--- config.mk ---
export PLATFORM = sky130hd
export DESIGN_NAME = laser_line_corner_detector_top
export DESIGN_NICKNAME = d
export VERILOG_FILES = /design/src/design/llcd_pkg.sv /design/src/design/llcd_mul.sv /design/src/design/llcd_div.sv /design/src/design/llcd_isqrt.sv /design/src/design/llcd_cordic.sv /design/src/design/laser_line_corner_detector_top.sv
export SDC_FILE = /design/constraint.sdc
export NUM_CORES = 2
export LEC_CHECK = 0
export BUFFER_PORTS_ARGS = -buffer_cell sky130_fd_sc_hd__buf_2
export CORE_MARGIN = 3
export CORE_UTILIZATION = 25
export CTS_BUF_LIST = sky130_fd_sc_hd__clkbuf_4
export CTS_CLUSTER_SIZE = 16
export DETAILED_ROUTE_END_ITERATION = 7
export MAX_ROUTING_LAYER = met4
export PLACE_DENSITY_LB_ADDON = 0.25
export RECOVER_POWER = 50
export SLEW_MARGIN = 20
export SYNTH_ARGS = -nofsm -noshare
export SYNTH_HDL_FRONTEND = slang
export SYNTH_HIERARCHICAL = 1
export SYNTH_SLANG_ARGS = --single-unit
export TNS_END_PERCENT = 100
--- constraint.sdc ---
create_clock -name clk_i -period 20.8 [get_ports clk_i]
set_input_delay 3.12 -clock clk_i [delete_from_list [all_inputs] [get_ports clk_i]]
set_output_delay 3.12 -clock clk_i [all_outputs]
set_load 0.005 [all_outputs]
--- src/design/llcd_pkg.sv ---
// shared types, constants and tables of the laser line corner detector
package llcd_pkg;

  localparam int unsigned LenW   = 17;
  localparam int unsigned CntW   = 10;
  localparam int unsigned NrmW   = 16;
  localparam int unsigned OffW   = 18;
  localparam int unsigned BndW   = 15;
  localparam int unsigned RngW   = 18;
  localparam int unsigned BrgW   = 16;
  localparam int unsigned CfgIdxW = 3;
  localparam int unsigned CfgDatW = 17;

  localparam int unsigned MulW   = 21;
  localparam int unsigned ProdW  = 2 * MulW;
  localparam int unsigned DotW   = 33;
  localparam int unsigned NumW   = 35;
  localparam int unsigned QuoW   = 20;
  localparam int unsigned DivNW  = 34;
  localparam int unsigned DivDW  = 32;
  localparam int unsigned SqrtVW = 42;
  localparam int unsigned RootW  = 21;
  localparam int unsigned CrdInW = 36;
  localparam int unsigned CrdW   = 38;
  localparam int unsigned AngW   = 18;
  localparam int unsigned CrdSteps = 16;

  localparam logic [RngW-1:0] RangeMax = '1;

  localparam logic [LenW-1:0] MinLenRst  = 17'd1000;
  localparam logic [BndW-1:0] PerpBndRst = 15'd3277;
  localparam logic [BndW-1:0] GndBndRst  = 15'd1638;
  localparam logic [CntW-1:0] MaxPtsRst  = 10'd20;

  typedef enum logic [CfgIdxW-1:0] {
    CFG_MIN_LEN  = 3'd0,
    CFG_PERP_BND = 3'd1,
    CFG_GND_BND  = 3'd2,
    CFG_MAX_PTS  = 3'd3,
    CFG_REJ_GND  = 3'd4
  } cfg_idx_e;

  typedef enum logic [3:0] {
    ST_IDLE,
    ST_MUL,
    ST_CHECK,
    ST_DIVX,
    ST_DIVY,
    ST_SQ,
    ST_SQRT,
    ST_CORDIC,
    ST_DONE
  } llcd_state_e;

  // start strobes from the sequencer to the iterative units
  typedef struct packed {
    logic div;
    logic sqrt;
    logic cordic;
  } unit_start_t;

  // rounded arctangent table, 8192 is a quarter of pi
  function automatic logic [13:0] atan_tab(input logic [3:0] idx);
    logic [13:0] v;
    unique case (idx)
      4'd0:  v = 14'd8192;
      4'd1:  v = 14'd4836;
      4'd2:  v = 14'd2555;
      4'd3:  v = 14'd1297;
      4'd4:  v = 14'd651;
      4'd5:  v = 14'd326;
      4'd6:  v = 14'd163;
      4'd7:  v = 14'd81;
      4'd8:  v = 14'd41;
      4'd9:  v = 14'd20;
      4'd10: v = 14'd10;
      4'd11: v = 14'd5;
      4'd12: v = 14'd3;
      4'd13: v = 14'd1;
      4'd14: v = 14'd1;
      default: v = 14'd0;
    endcase
    return v;
  endfunction

endpackage

--- src/design/llcd_mul.sv ---
// shared signed multiplier with registered product
module llcd_mul
  import llcd_pkg::*;
(
  input  logic                    clk_i,
  input  logic signed [MulW-1:0]  a_i,
  input  logic signed [MulW-1:0]  b_i,
  output logic signed [ProdW-1:0] prod_o
);

  logic signed [ProdW-1:0] prod_q;

  always_ff @(posedge clk_i) begin
    prod_q <= a_i * b_i;
  end

  assign prod_o = prod_q;

endmodule

--- src/design/llcd_div.sv ---
// restoring divider, one quotient bit per cycle, for num * 2^16 / den
module llcd_div
  import llcd_pkg::*;
(
  input  logic             clk_i,
  input  logic             rst_ni,
  input  logic             start_i,
  input  logic [DivNW-1:0] num_i,
  input  logic [DivDW-1:0] den_i,
  output logic             done_o,
  output logic [QuoW-1:0]  quo_o,
  output logic             ovf_o
);

  logic [DivDW-1:0] rem_q, den_q;
  logic [QuoW-1:0]  sh_q, quo_q;
  logic [4:0]       cnt_q;
  logic             busy_q, done_q, ovf_q;
  logic [DivDW:0]   trial;
  logic             fits;

  assign trial = {rem_q, sh_q[QuoW-1]};
  assign fits  = trial >= {1'b0, den_q};

  always_ff @(posedge clk_i or negedge rst_ni) begin
    if (!rst_ni) begin
      busy_q <= 1'b0;
      done_q <= 1'b0;
      cnt_q  <= '0;
    end else begin
      done_q <= 1'b0;
      if (start_i) begin
        busy_q <= 1'b1;
        cnt_q  <= 5'(QuoW);
      end else if (busy_q) begin
        cnt_q <= cnt_q - 5'd1;
        if (cnt_q == 5'd1) begin
          busy_q <= 1'b0;
          done_q <= 1'b1;
        end
      end
    end
  end

  always_ff @(posedge clk_i) begin
    if (start_i) begin
      den_q <= den_i;
      rem_q <= DivDW'(num_i >> 4);
      sh_q  <= {num_i[3:0], 16'd0};
      quo_q <= '0;
      ovf_q <= {2'b00, num_i} >= {den_i, 4'd0};
    end else if (busy_q) begin
      rem_q <= fits ? DivDW'(trial - {1'b0, den_q}) : DivDW'(trial);
      sh_q  <= {sh_q[QuoW-2:0], 1'b0};
      quo_q <= {quo_q[QuoW-2:0], fits};
    end
  end

  assign done_o = done_q;
  assign quo_o  = quo_q;
  assign ovf_o  = ovf_q;

endmodule

--- src/design/llcd_isqrt.sv ---
// bit-pair integer square root, rounds down, one step per cycle
module llcd_isqrt
  import llcd_pkg::*;
(
  input  logic              clk_i,
  input  logic              rst_ni,
  input  logic              start_i,
  input  logic [SqrtVW-1:0] val_i,
  output logic              done_o,
  output logic [RootW-1:0]  root_o
);

  logic [SqrtVW-1:0] v_q, r_q, bit_q, t;
  logic              busy_q, done_q;

  assign t = r_q + bit_q;

  always_ff @(posedge clk_i or negedge rst_ni) begin
    if (!rst_ni) begin
      busy_q <= 1'b0;
      done_q <= 1'b0;
    end else begin
      done_q <= 1'b0;
      if (start_i) begin
        busy_q <= 1'b1;
      end else if (busy_q && bit_q[0]) begin
        busy_q <= 1'b0;
        done_q <= 1'b1;
      end
    end
  end

  always_ff @(posedge clk_i) begin
    if (start_i) begin
      v_q   <= val_i;
      r_q   <= '0;
      bit_q <= SqrtVW'(1) << (SqrtVW - 2);
    end else if (busy_q) begin
      if (v_q >= t) begin
        v_q <= v_q - t;
        r_q <= (r_q >> 1) + bit_q;
      end else begin
        r_q <= r_q >> 1;
      end
      bit_q <= bit_q >> 2;
    end
  end

  assign done_o = done_q;
  assign root_o = r_q[RootW-1:0];

endmodule

--- src/design/llcd_cordic.sv ---
// vectoring cordic, quarter-turn prestep then one rotation per cycle
module llcd_cordic
  import llcd_pkg::*;
(
  input  logic                     clk_i,
  input  logic                     rst_ni,
  input  logic                     start_i,
  input  logic signed [CrdInW-1:0] x_i,
  input  logic signed [CrdInW-1:0] y_i,
  output logic                     done_o,
  output logic signed [AngW-1:0]   ang_o
);

  logic signed [CrdW-1:0] x_q, y_q, xs, ys, xe, ye;
  logic signed [AngW-1:0] z_q, tab;
  logic [3:0]             i_q;
  logic                   busy_q, done_q;

  assign xe  = CrdW'(x_i);
  assign ye  = CrdW'(y_i);
  assign xs  = x_q >>> i_q;
  assign ys  = y_q >>> i_q;
  assign tab = $signed(AngW'(atan_tab(i_q)));

  always_ff @(posedge clk_i or negedge rst_ni) begin
    if (!rst_ni) begin
      busy_q <= 1'b0;
      done_q <= 1'b0;
      i_q    <= '0;
    end else begin
      done_q <= 1'b0;
      if (start_i) begin
        busy_q <= 1'b1;
        i_q    <= '0;
      end else if (busy_q) begin
        i_q <= i_q + 4'd1;
        if (i_q == 4'(CrdSteps - 1)) begin
          busy_q <= 1'b0;
          done_q <= 1'b1;
        end
      end
    end
  end

  always_ff @(posedge clk_i) begin
    if (start_i) begin
      if (!xe[CrdW-1]) begin
        x_q <= xe;
        y_q <= ye;
        z_q <= '0;
      end else if (!ye[CrdW-1]) begin
        x_q <= ye;
        y_q <= -xe;
        z_q <= AngW'(16384);
      end else begin
        x_q <= -ye;
        y_q <= xe;
        z_q <= -AngW'(16384);
      end
    end else if (busy_q) begin
      if (y_q > 0) begin
        x_q <= x_q + ys;
        y_q <= y_q - xs;
        z_q <= z_q + tab;
      end else begin
        x_q <= x_q - ys;
        y_q <= y_q + xs;
        z_q <= z_q - tab;
      end
    end
  end

  assign done_o = done_q;
  assign ang_o  = z_q;

endmodule

--- src/design/laser_line_corner_detector_top.sv ---
// laser line corner detector: sequencer, held section and shared arithmetic units
// an unpaired request goes from idle straight to done; a pair that fails the check stops after
//   the multiply and check states; a corner runs multiply, check, divide, square, square root, cordic, done
// far corners skip the square and square root; the sequencer returns to idle before the next request
// throughput: one request at a time, in_ready_o is high only in the idle state
// reset: asynchronous active low, clears the held section and loads register defaults
module laser_line_corner_detector_top
  import llcd_pkg::*;
(
  input  logic                clk_i,
  input  logic                rst_ni,
  // configuration write port
  input  logic                cfg_we_i,
  input  logic [CfgIdxW-1:0]  cfg_idx_i,
  input  logic [CfgDatW-1:0]  cfg_data_i,
  // section request
  input  logic                in_valid_i,
  output logic                in_ready_o,
  input  logic                first_in_scan_i,
  input  logic                is_line_i,
  input  logic                connects_next_i,
  input  logic [LenW-1:0]     line_length_i,
  input  logic [CntW-1:0]     point_count_i,
  input  logic signed [NrmW-1:0] normal_x_i,
  input  logic signed [NrmW-1:0] normal_y_i,
  input  logic signed [OffW-1:0] line_offset_i,
  // corner result
  output logic                out_valid_o,
  input  logic                out_ready_i,
  output logic [RngW-1:0]     corner_range_o,
  output logic signed [BrgW-1:0] corner_bearing_o,
  output logic                possible_ground_o
);

  // configuration registers
  logic [LenW-1:0] min_len_q;
  logic [BndW-1:0] perp_bnd_q, gnd_bnd_q;
  logic [CntW-1:0] max_pts_q;
  logic            rej_gnd_q;

  always_ff @(posedge clk_i or negedge rst_ni) begin
    if (!rst_ni) begin
      min_len_q  <= MinLenRst;
      perp_bnd_q <= PerpBndRst;
      gnd_bnd_q  <= GndBndRst;
      max_pts_q  <= MaxPtsRst;
      rej_gnd_q  <= 1'b1;
    end else if (cfg_we_i) begin
      unique case (cfg_idx_i)
        CFG_MIN_LEN:  min_len_q  <= cfg_data_i[LenW-1:0];
        CFG_PERP_BND: perp_bnd_q <= cfg_data_i[BndW-1:0];
        CFG_GND_BND:  gnd_bnd_q  <= cfg_data_i[BndW-1:0];
        CFG_MAX_PTS:  max_pts_q  <= cfg_data_i[CntW-1:0];
        CFG_REJ_GND:  rej_gnd_q  <= cfg_data_i[0];
        default: ;
      endcase
    end
  end

  // held (previous) section and current section
  logic                   held_valid_q, held_line_q, held_conn_q;
  logic [LenW-1:0]        held_len_q;
  logic [CntW-1:0]        held_cnt_q;
  logic signed [NrmW-1:0] held_a_q, held_b_q;
  logic signed [OffW-1:0] held_c_q;

  logic                   cur_line_q, cur_conn_q;
  logic [LenW-1:0]        cur_len_q;
  logic [CntW-1:0]        cur_cnt_q;
  logic signed [NrmW-1:0] cur_a_q, cur_b_q;
  logic signed [OffW-1:0] cur_c_q;

  llcd_state_e state_q, state_d;
  logic [3:0]  cnt_q;
  unit_start_t start;

  logic in_acc, pair_ok;
  assign in_acc = in_valid_i && in_ready_o;

  // pairing rule on the held section and the arriving one
  assign pair_ok = held_valid_q && !first_in_scan_i && held_line_q && held_conn_q &&
                   is_line_i && (held_len_q >= min_len_q) && (line_length_i >= min_len_q);

  // shared multiplier
  logic signed [MulW-1:0]  mul_a, mul_b;
  logic signed [ProdW-1:0] prod;

  llcd_mul u_mul (
    .clk_i  (clk_i),
    .a_i    (mul_a),
    .b_i    (mul_b),
    .prod_o (prod)
  );

  logic [QuoW-1:0] qx_q, qy_q;

  // operand schedule: dot, determinant, then the two numerators, then squares
  always_comb begin
    mul_a = '0;
    mul_b = '0;
    if (state_q == ST_MUL) begin
      unique case (cnt_q)
        4'd0: begin mul_a = MulW'(held_a_q); mul_b = MulW'(cur_a_q); end
        4'd1: begin mul_a = MulW'(held_b_q); mul_b = MulW'(cur_b_q); end
        4'd2: begin mul_a = MulW'(held_b_q); mul_b = MulW'(cur_a_q); end
        4'd3: begin mul_a = MulW'(cur_b_q);  mul_b = MulW'(held_a_q); end
        4'd4: begin mul_a = MulW'(cur_b_q);  mul_b = MulW'(held_c_q); end
        4'd5: begin mul_a = MulW'(held_b_q); mul_b = MulW'(cur_c_q); end
        4'd6: begin mul_a = MulW'(held_a_q); mul_b = MulW'(cur_c_q); end
        4'd7: begin mul_a = MulW'(cur_a_q);  mul_b = MulW'(held_c_q); end
        default: ;
      endcase
    end else if (state_q == ST_SQ) begin
      if (cnt_q == 4'd0) begin
        mul_a = $signed({1'b0, qx_q});
        mul_b = $signed({1'b0, qx_q});
      end else begin
        mul_a = $signed({1'b0, qy_q});
        mul_b = $signed({1'b0, qy_q});
      end
    end
  end

  // accumulated terms
  logic signed [DotW-1:0] dot_q, den_q;
  logic signed [NumW-1:0] nx_q, ny_q;
  logic [SqrtVW-1:0]      sum_q;

  logic [DotW-1:0]   adot;
  logic [DivNW-1:0]  anx, any;
  logic [DivDW-1:0]  aden;
  logic              check_ok, gnd_calc;

  assign adot = dot_q[DotW-1] ? DotW'(-dot_q) : DotW'(dot_q);
  assign anx  = nx_q[NumW-1] ? DivNW'(-nx_q) : DivNW'(nx_q);
  assign any  = ny_q[NumW-1] ? DivNW'(-ny_q) : DivNW'(ny_q);
  assign aden = den_q[DotW-1] ? DivDW'(-den_q) : DivDW'(den_q);
  assign check_ok = (adot < {4'd0, perp_bnd_q, 14'd0}) && (den_q != '0);

  // flat line with many points may be ground
  logic [NrmW-1:0] habs_b, cabs_b;
  assign habs_b = held_b_q[NrmW-1] ? NrmW'(-held_b_q) : NrmW'(held_b_q);
  assign cabs_b = cur_b_q[NrmW-1] ? NrmW'(-cur_b_q) : NrmW'(cur_b_q);
  assign gnd_calc = rej_gnd_q &&
                    (((held_cnt_q > max_pts_q) && (habs_b < {1'b0, gnd_bnd_q})) ||
                     ((cur_cnt_q > max_pts_q) && (cabs_b < {1'b0, gnd_bnd_q})));

  // divider, used for x then y
  logic            div_done, div_ovf;
  logic [QuoW-1:0] div_quo;

  llcd_div u_div (
    .clk_i  (clk_i),
    .rst_ni (rst_ni),
    .start_i(start.div),
    .num_i  ((state_q == ST_CHECK) ? anx : any),
    .den_i  (aden),
    .done_o (div_done),
    .quo_o  (div_quo),
    .ovf_o  (div_ovf)
  );

  // square root of x^2 + y^2 in quarter mm
  logic             sqrt_done;
  logic [RootW-1:0] root;

  llcd_isqrt u_isqrt (
    .clk_i  (clk_i),
    .rst_ni (rst_ni),
    .start_i(start.sqrt),
    .val_i  (sum_q),
    .done_o (sqrt_done),
    .root_o (root)
  );

  logic [RootW:0]  rnd;
  logic [RngW-1:0] rng_calc;
  assign rnd      = {1'b0, root} + (RootW+1)'(2);
  assign rng_calc = (rnd[RootW:2] > {2'b00, RangeMax}) ? RangeMax : rnd[RngW+1:2];

  // bearing from the sign-corrected numerators
  logic signed [CrdInW-1:0] crd_x, crd_y;
  logic                     crd_done;
  logic signed [AngW-1:0]   ang;

  assign crd_x = den_q[DotW-1] ? -CrdInW'(nx_q) : CrdInW'(nx_q);
  assign crd_y = den_q[DotW-1] ? -CrdInW'(ny_q) : CrdInW'(ny_q);

  llcd_cordic u_cordic (
    .clk_i  (clk_i),
    .rst_ni (rst_ni),
    .start_i(start.cordic),
    .x_i    (crd_x),
    .y_i    (crd_y),
    .done_o (crd_done),
    .ang_o  (ang)
  );

  logic ovf_q, has_res_q, gnd_q;
  logic [RngW-1:0] rng_q;
  logic signed [BrgW-1:0] brg_q;
  logic out_valid_q;
  logic [RngW-1:0] out_rng_q;
  logic signed [BrgW-1:0] out_brg_q;
  logic out_gnd_q;
  logic out_free;

  assign out_free = !out_valid_q || out_ready_i;

  // next state
  always_comb begin
    state_d = state_q;
    unique case (state_q)
      ST_IDLE:   if (in_acc) state_d = pair_ok ? ST_MUL : ST_DONE;
      ST_MUL:    if (cnt_q == 4'd8) state_d = ST_CHECK;
      ST_CHECK:  state_d = check_ok ? ST_DIVX : ST_DONE;
      ST_DIVX:   if (div_done) state_d = ST_DIVY;
      ST_DIVY:   if (div_done) state_d = (ovf_q || div_ovf) ? ST_CORDIC : ST_SQ;
      ST_SQ:     if (cnt_q == 4'd3) state_d = ST_SQRT;
      ST_SQRT:   if (sqrt_done) state_d = (rng_calc != '0) ? ST_CORDIC : ST_DONE;
      ST_CORDIC: if (crd_done) state_d = ST_DONE;
      ST_DONE:   if (!has_res_q || out_free) state_d = ST_IDLE;
      default:   state_d = ST_IDLE;
    endcase
  end

  // unit start strobes and handshake outputs
  always_comb begin
    start.div    = ((state_q == ST_CHECK) && check_ok) || ((state_q == ST_DIVX) && div_done);
    // sum of squares is complete once the second product has been added
    start.sqrt   = (state_q == ST_SQ) && (cnt_q == 4'd3);
    start.cordic = ((state_q == ST_DIVY) && div_done && (ovf_q || div_ovf)) ||
                   ((state_q == ST_SQRT) && sqrt_done && (rng_calc != '0));
    in_ready_o   = (state_q == ST_IDLE);
  end

  // control registers
  always_ff @(posedge clk_i or negedge rst_ni) begin
    if (!rst_ni) begin
      state_q      <= ST_IDLE;
      cnt_q        <= '0;
      held_valid_q <= 1'b0;
      held_line_q  <= 1'b0;
      held_conn_q  <= 1'b0;
      held_len_q   <= '0;
      held_cnt_q   <= '0;
      held_a_q     <= '0;
      held_b_q     <= '0;
      held_c_q     <= '0;
      has_res_q    <= 1'b0;
      out_valid_q  <= 1'b0;
    end else begin
      state_q <= state_d;
      if (state_q != state_d) cnt_q <= '0;
      else cnt_q <= cnt_q + 4'd1;
      if (in_acc) has_res_q <= 1'b0;
      if (state_q == ST_CHECK && check_ok) has_res_q <= 1'b1;
      if (state_q == ST_DONE && state_d == ST_IDLE) begin
        // current section becomes the held one
        held_valid_q <= 1'b1;
        held_line_q  <= cur_line_q;
        held_conn_q  <= cur_conn_q;
        held_len_q   <= cur_len_q;
        held_cnt_q   <= cur_cnt_q;
        held_a_q     <= cur_a_q;
        held_b_q     <= cur_b_q;
        held_c_q     <= cur_c_q;
      end
      if (state_q == ST_DONE && state_d == ST_IDLE && has_res_q) out_valid_q <= 1'b1;
      else if (out_ready_i) out_valid_q <= 1'b0;
    end
  end

  // datapath registers
  always_ff @(posedge clk_i) begin
    if (in_acc) begin
      cur_line_q <= is_line_i;
      cur_conn_q <= connects_next_i;
      cur_len_q  <= line_length_i;
      cur_cnt_q  <= point_count_i;
      cur_a_q    <= normal_x_i;
      cur_b_q    <= normal_y_i;
      cur_c_q    <= line_offset_i;
    end
    if (state_q == ST_MUL) begin
      unique case (cnt_q)
        4'd1: dot_q <= DotW'(prod);
        4'd2: dot_q <= dot_q + DotW'(prod);
        4'd3: den_q <= DotW'(prod);
        4'd4: den_q <= den_q - DotW'(prod);
        4'd5: nx_q  <= NumW'(prod);
        4'd6: nx_q  <= nx_q - NumW'(prod);
        4'd7: ny_q  <= NumW'(prod);
        4'd8: ny_q  <= ny_q - NumW'(prod);
        default: ;
      endcase
    end
    if (state_q == ST_CHECK) begin
      gnd_q <= gnd_calc;
      ovf_q <= 1'b0;
      brg_q <= '0;
    end
    if (state_q == ST_DIVX && div_done) begin
      qx_q  <= div_quo;
      ovf_q <= div_ovf;
    end
    if (state_q == ST_DIVY && div_done) begin
      qy_q <= div_quo;
      if (ovf_q || div_ovf) rng_q <= RangeMax;
    end
    if (state_q == ST_SQ) begin
      if (cnt_q == 4'd1) sum_q <= SqrtVW'(unsigned'(prod));
      if (cnt_q == 4'd2) sum_q <= sum_q + SqrtVW'(unsigned'(prod));
    end
    if (state_q == ST_SQRT && sqrt_done) rng_q <= rng_calc;
    if (state_q == ST_CORDIC && crd_done) brg_q <= ang[BrgW-1:0];
    if (state_q == ST_DONE && has_res_q && out_free) begin
      out_rng_q <= rng_q;
      out_brg_q <= brg_q;
      out_gnd_q <= gnd_q;
    end
  end

  assign out_valid_o       = out_valid_q;
  assign corner_range_o    = out_rng_q;
  assign corner_bearing_o  = out_brg_q;
  assign possible_ground_o = out_gnd_q;

endmodule

# == Word-level counts from Yosys, hierarchy flattened ==
# Memories as Yosys holds them, arrays and structs flattened.
# Cells that the tools add are included.
# totals
regBits,861
latchBits,0
ramBits,0
mem_bits_ro,224
inputBits,105
out_inout_bits,37
memories,1
# memory_table
name,depth,word_bits,read_ports,rd_clocked_by_memory_dff,wr,line_no,text
(no name shown),16,14,1,0,0,llcd_pkg.sv:65,unique case (idx)
# classes
add_sub_neg,29
n_mul,1
div,0
n_lt_le_gt_ge,12
n_eq_ne,23
shift,2
muxes,91
bitwise_logic,0
n_reduce_logical,72
# op_table
operator,count
38-bit 2-to-1 mux,10
42-bit 2-to-1 mux,6
18-bit 2-to-1 mux,9
35-bit case mux with 2 select lines,2
33-bit case mux with 2 select lines,2
21-bit case mux with 5 select lines,1
34-bit 2-to-1 mux,3
21-bit case mux with 4 select lines,1
20-bit 2-to-1 mux,4
38-bit adder,2
36-bit negator with 38-bit output,2
38-bit by 4-bit >>> shifter with 38-bit output,2
38-bit subtractor,2
36-bit 2-to-1 mux,2
35-bit negator with 36-bit output,2
35-bit subtractor,2
34-bit negator,2
16-bit 2-to-1 mux,4
32-bit 2-to-1 mux,2
30-bit 2-to-1 mux,2
4-bit 2-to-1 mux,14
41-bit by 41-bit adder with 42-bit output,1
42-bit by 41-bit adder with 42-bit output,1
42-bit adder,1
other kinds (48),151

# == Depth between registers and ports, before layout ==
# depth
word_depth,14
depth_mapped,34

# == By module ==
# Netlist, hierarchy kept.
# modules_own_cells
mod,n_inst,cells_per_inst,area_each_um2,seq_area_each_um2
laser_line_corner_detector_top,1,3718,35683.0,14781.7
llcd_mul,1,1882,17386.7,840.8
llcd_cordic,1,2042,17359.1,2972.9
llcd_isqrt,1,1259,10128.5,2572.5
llcd_div,1,693,6507.5,2627.5

# == Least setup slack after synthesis ==
# No wires, ideal clock.
# synth_timing
kind,register to register
startpoint,register cnt_q[3] (netlist name)
endpoint,"register u_mul.prod_q[40], in the netlist u_mul/prod_o[40]"
setup_ns,0.072
arrival_ns,8.333
t_required_ns,20.728
setup_slack_ns,12.395
path_stages_with_launch,33
cell_sequence,dfrtp_1 clkbuf_1 nor2_1 and2_1 clkbuf_1 nor4_1 nor2_1 clkbuf_1 a21o_1 clkbuf_1 nand2_1 fa_1 inv_1 fa_1 inv_1 fa_1 inv_1 fa_1 fa_1 fa_1 inv_1 fa_1 inv_1 ha_1 a21o_1 a21oi_1 o21bai_1 a21o_1 a21o_1 a2111oi_4 o31ai_1 a21oi_1 xnor2_1
# synth_lines
element,line_no,text
"end signal, assigned",llcd_mul.sv:14,prod_q <= a_i * b_i;
"end, declared",llcd_mul.sv:11,logic signed [ProdW-1:0] prod_q;

==> impl_results.md <==
- Outcome: complete, but fails checks
- Failing checks: capacitance limit, slew limit
- Max cap viols: 18
- Initial antenna violation count: 17
- Initial Util: 25.2%
- Antenna viol nets, final: 0
- Endpoints failing setup: 0
- Crit-path max FO: 22
- Core area: 345000 um^2
- Die Y: 596 um
- Hold endpoint: corner_bearing_o[2]$_DFFE_PP_
- Vias in the first global route: 72500
- Final Critical Period: 10.59 ns
- CP endpoint kind: register
- Post-CTS Resized: 0
- Worst r2r path cells: 29
- Post-CTS Hold Buffers: 0
- Row count: 215
- Setup bufs post-CTS: 0
- Synthesized area: 86900 um^2
- Global placer's final weighted congestion: 0.897
- Mean post-synth cell area: 9.07 um^2
- Sequential cell area: 23800 um^2
- Mapped Nets: 10800
- Critical path arrival: 11.68 ns
- Worst Skew: 0.126 ns
- Slew of the pin with the lowest slew margin: 4.16 ns
- Final HPWL DP: 221 mm
- Reg2Reg Capture Point: u_mul/prod_o[41]$_DFF_P_
- GRT Total Usage: 16.3%
- CTS sink cnt: 859
- Leakage: 0.0392 uW
- Worst R2R Setup Slack: 10.21 ns
- P&R area growth vs syn: 10.1%
- Hold Crit Start: brg_q[2]$_SDFFCE_PN0P_
- Die ar.: 355000 um^2
- First-pass GRT wire length: 442 mm
- Highest-delay cell along the critical path: nand2_1
- Pre-antenna DRT Iters: 6
- CTS tree: done
- TNS Setup: 0 ns
- Max Root-Sink Buffers: 4
- Initial DRC Count: 4800
- Period utilisation layout: 50.9%
- CTS Buf Count: 279
- Multi-input gate area: 58000 um^2
- # port buffers: 141
- Reg2reg start: cnt_q[3]$_DFF_PN0_
- Final wirelength: 288 mm
- Layout net count: 10900
- Layout cell share with drive strength beyond 1: 10.6%
- Die width: 596 um
- Most frequent CP cell: fa_1
- Critical path type: register to register
- Worst hold slack: 0.398 ns
- RSZ-0062 raised after global routing: false
- Cells after synthesis: 9575
- H-Tree Depth: 5
- DRC viols: 0
- Vias post-DR: 71500
- PwrDens: 45.6 nW/um^2
- Worst Hold Depth: 0
- Highest cell delay on the worst timing path: 0.92 ns
- Final-report hold violation count: 0
- Vias per Instance: 4.95
- Max transition margin: -177%
- Largest net degree at the start of global routing: 89
- Clock transition at path regs: 0.08 ns
- I/O pin total: 142
- # fillers: 36800
- Max VDD drop: 0.0422 mV
- Routed wire length per instance: 20.0 um
- Yosys warns: 6
- Required time worst endpoint: 21.89 ns
- Clk Latency, worst-skew pair: 1.35 ns
- Critical Path Source Type: register
- Max Slew Vio Count: 881
- Root Driver: clkbuf_4
- Remaining Overflow, GRT: 0
- Fmax achieved: 0.0944 GHz
- Hold Path Class: register to register
==> layer usage <==
| layer | vias up | wire length (um) | GRT usage, % |
|---|---|---|---|
| met4 | 0 | 8590 | 4.77 |
| li1 | 34100 | - | - |
| met5 | - | 0 | - |
| met3 | 426 | 14500 | 2.33 |
| met1 | 35100 | 129000 | 20.8 |
| met2 | 1830 | 137000 | 26.6 |
==> report_power, final <==
group          leakage [uW]  switching, uW  internal [uW]
logic                0.0290            330            214
registers           0.00805           67.3           1910
clock network       0.00214            870            974
==> critical path: cells and delay by family (launching register included) <==
| kind | cells | cell delay, ns |
|---|---|---|
| buffers and inverters | 5 | 0.56 |
| adder cells (fa/ha/maj) | 8 | 3.91 |
| AO/OA/AOI/OAI | 7 | 2.24 |
| flip-flops | 1 | 0.45 |
| AND/OR/NAND/NOR | 9 | 3.15 |
==> worst max path at each step <==
stage | endpoint | cells after the start | start | slack (ns)
floorplan | u_mul/prod_o[40]$_DFF_P_ | 32 | cnt_q[3]$_DFF_PN0_ | 12.39
global placement | u_mul/prod_o[41]$_DFF_P_ | 30 | cnt_q[3]$_DFF_PN0_ | 10.65
detailed placement | u_mul/prod_o[41]$_DFF_P_ | 30 | cnt_q[3]$_DFF_PN0_ | 10.43
CTS | u_mul/prod_o[41]$_DFF_P_ | 30 | cnt_q[3]$_DFF_PN0_ | 10.29
global route | u_mul/prod_o[39]$_DFF_P_ | 29 | cnt_q[3]$_DFF_PN0_ | 9.60
finish | u_mul/prod_o[41]$_DFF_P_ | 29 | cnt_q[3]$_DFF_PN0_ | 10.21
==> registers in the layout (all words and copies together) (netlist names), 21 cells and up <==
signal / count
u_isqrt/v_q: 42
dot_q: 33
u_div/rem_q: 32
u_div/den_q: 32
sum_q: 42
u_isqrt/bit_q: 21
u_isqrt/r_q: 42
ny_q: 35
den_q: 33
nx_q: 35
u_cordic/x_q: 38
u_mul/prod_o: 42
u_cordic/y_q: 38
==> layout by cell type, fill, tap and decap left out, types with 31 or more instances in the layout <==
cell,n
a211oi_1,77
a21o_1,252
a21oi_1,521
a22oi_1,56
a311oi_1,33
a31oi_1,80
and2_1,255
and3_1,50
buf_2,116
buf_4,75
clkbuf_1,49
clkbuf_4,402
clkinv_1,61
dfrtp_1,136
dfxtp_1,127
edfxtp_1,569
fa_1,469
ha_1,642
inv_1,868
mux2_2,159
mux2i_1,120
mux4_2,90
nand2_1,1159
nand2b_1,103
nand3_1,126
nand4_1,76
nor2_1,504
nor2b_1,73
nor3_1,131
nor4_1,48
o211ai_1,90
o21a_1,71
o21ai_0,641
o21bai_1,65
o31ai_1,99
or2_2,31
or3_1,90
xnor2_1,431
xor2_1,287
==> stage by stage <==
stage | power, uW | cell area, um^2 | cells | worst slack (ns) | util [%]
floorplan | 2350 | 86900 | 9575 | 12.39 | -
global placement | 2540 | 92300 | 13900 | 10.65 | 26.8
detailed placement | 2560 | 92300 | 13900 | 10.43 | 26.8
CTS | 4460 | 95900 | 14400 | 10.29 | 27.8
global route | 4620 | 95700 | 14400 | 9.60 | 27.8
finish | 4360 | 95700 | 14400 | 10.21 | 27.8
==> layout make-up <==
cell class,count,area share [%]
diodes,22,0.0575
inverters,873,3.43
clock buffers,402,3.15
clock inverters,92,0.600
flip-flops and latches,859,24.8
repair buffers,240,1.39
well taps,4557,5.96
multi-input cells,7381,60.6
Power figures use the tool's default switching activity.
